$ cat src/hdl/mxt_pkg.sv
// Shared types and constants for the maximum-XOR subarray trie block.
package mxt_pkg;

   localparam int WORD_W          = 32;
   localparam int DEF_MAX_ITEMS   = 1024;
   localparam int DEF_KEY_TOP_BIT = 31;
   // Wide enough for any key level up to bit 63.
   localparam int LEVEL_W         = 6;

   typedef enum logic [2:0] {
      OP_IDLE,
      OP_LOAD,
      OP_WALK,
      OP_CHECK,
      OP_PARENT,
      OP_BUILD,
      OP_QUERY,
      OP_FINISH
   } op_type;

   typedef struct packed {
      op_type               op;
      logic [LEVEL_W-1:0]   level;
   } cmd_type;

   typedef struct packed {
      logic hit;
      logic ovf;
      logic qstop;
      logic out_free;
   } status_type;

endpackage

$ cat src/hdl/mxt_ctrl.sv
// Sequencer for the trie walk, insert and query of one request.
module mxt_ctrl #(
   parameter int KEY_TOP_BIT = mxt_pkg::DEF_KEY_TOP_BIT
) (
   input  logic                 clock,
   input  logic                 reset,
   input  logic                 req_valid,
   output logic                 req_stall,
   output mxt_pkg::cmd_type     cmd,
   input  mxt_pkg::status_type  status
);

   localparam int KEY_LEVELS = KEY_TOP_BIT + 1;
   localparam int LV_W       = $clog2(KEY_LEVELS);
   localparam logic [LV_W-1:0] TOP_LEVEL = LV_W'(KEY_TOP_BIT);

   typedef enum logic [2:0] {
      ST_IDLE,
      ST_WALK,
      ST_CHECK,
      ST_PARENT,
      ST_BUILD,
      ST_QUERY,
      ST_FINISH
   } state_type;

   state_type         state_ff;
   logic [LV_W-1:0]   level_ff;

   assign req_stall = (state_ff != ST_IDLE);

   always_comb begin
      cmd.level = mxt_pkg::LEVEL_W'(level_ff);
      case (state_ff)
         ST_IDLE:   cmd.op = req_valid ? mxt_pkg::OP_LOAD : mxt_pkg::OP_IDLE;
         ST_WALK:   cmd.op = mxt_pkg::OP_WALK;
         ST_CHECK:  cmd.op = mxt_pkg::OP_CHECK;
         ST_PARENT: cmd.op = mxt_pkg::OP_PARENT;
         ST_BUILD:  cmd.op = mxt_pkg::OP_BUILD;
         ST_QUERY:  cmd.op = mxt_pkg::OP_QUERY;
         ST_FINISH: cmd.op = mxt_pkg::OP_FINISH;
         default:   cmd.op = mxt_pkg::OP_IDLE;
      endcase
   end

   always_ff @(posedge clock) begin
      if (reset) begin
         state_ff <= ST_IDLE;
         level_ff <= TOP_LEVEL;
      end else begin
         case (state_ff)
            ST_IDLE: begin
               if (req_valid) begin
                  state_ff <= ST_WALK;
                  level_ff <= TOP_LEVEL;
               end
            end
            ST_WALK: begin
               // A missing child leaves the level counter at the first level to build.
               if (!status.hit) begin
                  state_ff <= ST_CHECK;
               end else if (level_ff == '0) begin
                  state_ff <= ST_QUERY;
                  level_ff <= TOP_LEVEL;
               end else begin
                  level_ff <= level_ff - 1'b1;
               end
            end
            ST_CHECK: begin
               if (status.ovf) begin
                  state_ff <= ST_QUERY;
                  level_ff <= TOP_LEVEL;
               end else begin
                  state_ff <= ST_PARENT;
               end
            end
            ST_PARENT: begin
               state_ff <= ST_BUILD;
            end
            ST_BUILD: begin
               if (level_ff == '0) begin
                  state_ff <= ST_QUERY;
                  level_ff <= TOP_LEVEL;
               end else begin
                  level_ff <= level_ff - 1'b1;
               end
            end
            ST_QUERY: begin
               if (status.qstop || level_ff == '0) begin
                  state_ff <= ST_FINISH;
               end else begin
                  level_ff <= level_ff - 1'b1;
               end
            end
            ST_FINISH: begin
               if (status.out_free) begin
                  state_ff <= ST_IDLE;
               end
            end
            default: begin
               state_ff <= ST_IDLE;
            end
         endcase
      end
   end

endmodule

$ cat config.mk
export PLATFORM = sky130hd
export DESIGN_NAME = mxt_ctrl
export DESIGN_NICKNAME = d
export VERILOG_FILES = /design/src/hdl/mxt_pkg.sv /design/src/hdl/mxt_ctrl.sv
export SDC_FILE = /design/constraint.sdc
export NUM_CORES = 1
export LEC_CHECK = 0
export ABC_AREA = 0
export BUFFER_PORTS_ARGS = -buffer_cell sky130_fd_sc_hd__buf_2
export CAP_MARGIN = 20
export CORE_MARGIN = 1.5
export CORE_UTILIZATION = 24
export CTS_BUF_LIST = sky130_fd_sc_hd__clkbuf_4
export DETAILED_ROUTE_END_ITERATION = 8
export GPL_ROUTABILITY_DRIVEN = 0
export SKIP_CTS_REPAIR_TIMING = 1
export SLEW_MARGIN = 15
export SYNTH_ARGS = -nofsm -noshare
export SYNTH_HDL_FRONTEND = slang
export SYNTH_SLANG_ARGS = --single-unit
$ cat constraint.sdc
create_clock -name clock -period 2.6 [get_ports clock]
set_input_delay 0.13 -clock clock [delete_from_list [all_inputs] [get_ports clock]]
set_output_delay 0.13 -clock clock [all_outputs]
set_load 0.02 [all_outputs]
# Yosys cells after proc, flatten, opt, wreduce, memory -nomap -nowiden
# Index checks and enable logic that the tools add are counted.
dict set report totals {
  regBits 8
  latch_bits 0
  mem_bits_rw 0
  mem_bits_ro 0
  output_inout_bits 10
  mem_count 0
}
dict set report classes {
  n_addsub 1
  n_mul 0
  div 0
  n_lt_le_gt_ge 0
  n_eq_ne 12
  n_shift 0
  muxes 15
  bitwise_logic 0
  n_reduce_logical 7
}
# cell n
set ops {}
lappend ops {{$pmux W3 S7} 2}
lappend ops {{$mux W5} 5}
lappend ops {{$pmux W5 S5} 1}
lappend ops {{$mux W3} 6}
lappend ops {{$ne A2 B2 Y1 const B} 6}
lappend ops {{$eq A3 B3 Y1 const B} 3}
lappend ops {{$eq A3 B2 Y1 const B} 2}
lappend ops {{$logic_not A5 Y1} 1}
lappend ops {{$reduce_and A5 Y1} 1}
lappend ops {{$reduce_bool A5 Y1} 1}
lappend ops {{$sub A5 B1 Y5 const B} 1}
lappend ops {{$eq A3 B1 Y1 const B} 1}
lappend ops {{$logic_not A3 Y1} 1}
lappend ops {{$reduce_and A3 Y1} 1}
lappend ops {{$reduce_bool A3 Y1} 1}
lappend ops {{$logic_or A1 B1 Y1} 1}
lappend ops {{$mux W1} 1}

# Logic depth before layout (Yosys ltp)
dict set report depth {
  depth_word 4
  mapped_depth 6
  depth_no_buf 6
}

# Least setup slack after synthesis
# Ideal clock, no wire load.
dict set report synth_timing {
  path_kind {reg-to-reg}
  startpoint {reg level_ff[0]}
  endpoint {reg level_ff[0]}
  setup_time_ns 0.123
  arrival_ns 1.629
  t_required_ns 2.477
  setup_slack_ns 0.848
  path_stages_with_launch 7
  cell_sequence {dfxtp_1 -> inv_1 -> ha_1 -> nor4b_2 -> o2111ai_2 -> nor4bb_1 -> o21ai_1}
}
dict set report synth_via {
  elab_chain_cells 4
}
# element line_no
set synth_rtl {}
lappend synth_rtl {{start: declaration} mxt_ctrl.sv:28} ;# logic [LV_W-1:0] level_ff;
lappend synth_rtl {{start signal: assignment} mxt_ctrl.sv:66} ;# level_ff <= level_ff - 1'b1;
lappend synth_rtl {{start signal: assignment} mxt_ctrl.sv:85} ;# level_ff <= level_ff - 1'b1;
lappend synth_rtl {{start signal: assignment} mxt_ctrl.sv:92} ;# level_ff <= level_ff - 1'b1;
lappend synth_rtl {{$sub A5 B1 Y5 or $logic_not A5 Y1 (tied branches)} -}
lappend synth_rtl {{$mux W5 or $logic_or A1 B1 Y1 (tied branches)} {mxt_ctrl.sv:62, mxt_ctrl.sv:81, mxt_ctrl.sv:89}}
lappend synth_rtl {{$mux W5 or $ne A2 B2 Y1 (tied branches)} -}
lappend synth_rtl {{$pmux W5 S5 or $reduce_and A5 Y1 (tied branches)} -}
# Parallel ways exist; a longest one is shown, timed or not. The select of a mux whose other input is x is not followed.
# A chain may end at the register's enable or synchronous reset.

# Final worst setup path
dict set report layout_timing {
  startpoint {reg level_ff[0]}
  endpoint {reg level_ff[4]}
}
# Same word-level chain as after synthesis.

==> impl_metrics.json <==
{
  "fin_crit_sh": 0.6854,
  "remaining_drc_errors": 0,
  "grt_pass1_vias": 548,
  "crit_arrival_ns": 1.91,
  "pwr-share-comb": 0.321,
  "std_cell_rows": 18,
  "vias": 636,
  "regToRegSetupSlack_ns": 0.82,
  "hold_path_depth": 2,
  "dp_hpwl_microns": 1115,
  "seq_power_share": 0.413,
  "antenna_found_initial": 0,
  "ys_seq_area_frac": 0.2388,
  "crit_path_top_delay_cell": "a311oi_1",
  "nNetsFinal": 101,
  "intPower_mw": 0.2322,
  "max_freq_mhz": 561.2,
  "drv_cap": 0,
  "clkPwrFrac": 0.266,
  "r2r_cells": 6,
  "top_level_ports": 17,
  "worstPathBufferInverterCount": 1,
  "power_switching_mw": 0.1235,
  "start_util": 0.2612,
  "yosysWarnings": 0,
  "wl_per_cell_microns": 12.28,
  "fp.dieArea_sq_mm": 0.003120,
  "synth_area_sq_um": 670.6,
  "hold_start": "reset",
  "cp_cell_sequence": "inv_1 > ha_1 > nor4b_2 > o2111ai_2 > a311oi_1 > a31oi_1",
  "wirelength_microns": 1486,
  "tns_ns": 0,
  "worstReg2RegStart": "level_ff[0]",
  "firstDrtPassIters": 4,
  "critPathLaunchType": "flip-flop",
  "worstPathRequired_ns": 2.73,
  "tightest_slew_ns": 0.5220,
  "critPathKind": "flip-flop to flip-flop",
  "die_w_microns": 55.86,
  "hold_violations": 0,
  "via_per_inst": 5.256,
  "ys_types": 39,
  "crit_path_max_incr_delay_ns": 0.35,
  "numCtsBuffers": 3,
  "peakVddDrop_uv": 177.9,
  "p_per_area_mw_per_mm2": 469.0,
  "switching_share": 0.3472,
  "min_period_ns": 1.782,
  "ys.flop_type": "dfxtp_1",
  "layout-drive-gt1-share": 0.3516,
  "rsz0062_at_grt": "no",
  "clk_path_buf_depth": 2,
  "fin_skew_ns": 0.01243,
  "crit_path_end_kind": "flip-flop",
  "clkTransAtPathRegs_ns": 0.06,
  "dp_cells": 118,
  "hp-class": "input pin to flip-flop",
  "min_to": "state_ff[0]",
  "coreArea_sq_mm": 0.002567,
  "setup-violations-final": 0,
  "maxSlewHeadroom": 0.6515,
  "drt.antenna.violating_nets": 0,
  "grt_max_degree": 18,
  "cts_tree": "yes",
  "drv_slew": 0,
  "crit_family": "compound AO/OA/AOI/OAI gates",
  "numClockSinks": 8,
  "crit_fanout": 8,
  "clockRootBuffer": "clkbuf_4",
  "instances_no_fill": 121,
  "grt_overflow": 0,
  "rr_endpoint": "level_ff[4]",
  "syn_avg_cell_area_sq_um": 8.489,
  "synth_edf_count": 0,
  "outcome": "complete, no violations",
  "die_height_microns": 55.86,
  "drtIter0Drc": 15,
  "port_buffers": 15,
  "syn_inst": 79,
  "syn_nets": 87,
  "worstSkewPairLatency_ns": 0.26,
  "h-tree-depth": 1,
  "ys_ff_latch": 8,
  "syn_to_final_growth_pct": 13.06,
  "synthArstFlopShare": 0,
  "grt_pass1_wl_microns": 2525,
  "track_usage": 0.1019,
  "diodes": 0,
  "p_leak_nw": 0.3055
}
power by group through the flow:
stage / Clock, mW / Sequential, mW / Combinational, mW
3_5_place_dp: 0 / 0.149 / 0.115
6_report: 0.0946 / 0.147 / 0.114
4_1_cts: 0.102 / 0.147 / 0.115
3_3_place_gp: 0 / 0.148 / 0.113
5_1_grt: 0.106 / 0.149 / 0.125
2_1_floorplan: 0 / 0.138 / 0.103
flip-flops by register name, indices dropped and copies added, names as in the netlist:
register / count
state_ff: 3
level_ff: 5
cells in the mapped netlist (all sizes together), types with 3 or more instances:
library cell / number / area share
dfxtp: 8 / 0.24
nand2b: 4 / 0.041
a21oi: 6 / 0.045
inv: 8 / 0.045
nor2: 4 / 0.022
nand2: 5 / 0.028
buf: 4 / 0.047
o21ai: 5 / 0.037
a31oi: 3 / 0.028
nor3: 3 / 0.022
cells by family after synthesis:
| family | share of synthesized area |
|---|---|
| other | 0.005592 |
| DFF | 0.2388 |
| AOI/OAI and AO/OA | 0.3022 |
| xor gates and xnor gates | 0.02612 |
| buffers and inverters | 0.1157 |
| adders and majority gates | 0.01865 |
| and+or+nand+nor | 0.2929 |
routing by layer:
metal | vias up | share of wire | GRT usage
li1 | 314 | - | -
met1 | 297 | 0.48 | 0.1388
met2 | 23 | 0.44 | 0.1463
met3 | 2 | 0.073 | 0.02093
met4 | 0 | 0.010 | 0.06122
met5 | - | 0 | 0
cell type report:
type	instances	area (sq um)
Clock buffer	3	22.52
Multi-Input combinational cell	57	432.9
Inverter	8	30.03
Sequential cell	8	160.2
Tap cell	30	37.54
Timing Repair Buffer	15	75.07
Fill cell	295	1809
cells in the final DEF (no fill, tap or decap), types with 2 or more instances in the layout:
master / Yosys / routed
buf_2: 1 / 15
inv_1: 8 / 8
dfxtp_1: 8 / 8
a21oi_1: 6 / 6
nand2_1: 5 / 5
nor2_1: 4 / 4
nor3_1: 3 / 3
nand2b_1: 3 / 3
o21ai_1: 3 / 3
a31oi_1: 3 / 3
clkbuf_4: 0 / 3
or3_1: 2 / 2
nor4bb_1: 2 / 2
o21ai_0: 2 / 2
and3_2: 2 / 2
a311oi_1: 2 / 2
through the flow:
| stage | setup WS (ns) | total power, mW | area (sq um) | util | hold slack [ns] |
|---|---|---|---|---|---|
| after CTS | 0.8215 | 0.3631 | 758.2 | 0.2953 | 0.1454 |
| after detailed placement | 0.8466 | 0.2634 | 735.7 | 0.2866 | 0.4162 |
| after global routing | 0.6221 | 0.3807 | 758.2 | 0.2953 | 0.1554 |
| after global placement | 0.8923 | 0.2606 | 735.7 | 0.2866 | 0.4101 |
| after floorplan | 0.8480 | 0.2412 | 670.6 | - | 0.3321 |
| final | 0.8180 | 0.3556 | 758.2 | 0.2953 | 0.1522 |
how the worst max path moves through the flow:
stage	depth (start not counted)	slack (ns)	start	end
2_1_floorplan	6	0.85	level_ff[0]	level_ff[0]
3_3_place_gp	6	0.89	level_ff[0]	level_ff[1]
3_5_place_dp	6	0.85	level_ff[0]	level_ff[0]
4_1_cts	6	0.82	level_ff[0]	level_ff[4]
5_1_grt	6	0.62	level_ff[0]	level_ff[4]
6_report	6	0.82	level_ff[0]	level_ff[4]
Note: power is estimated with default switching activity, not from simulation.
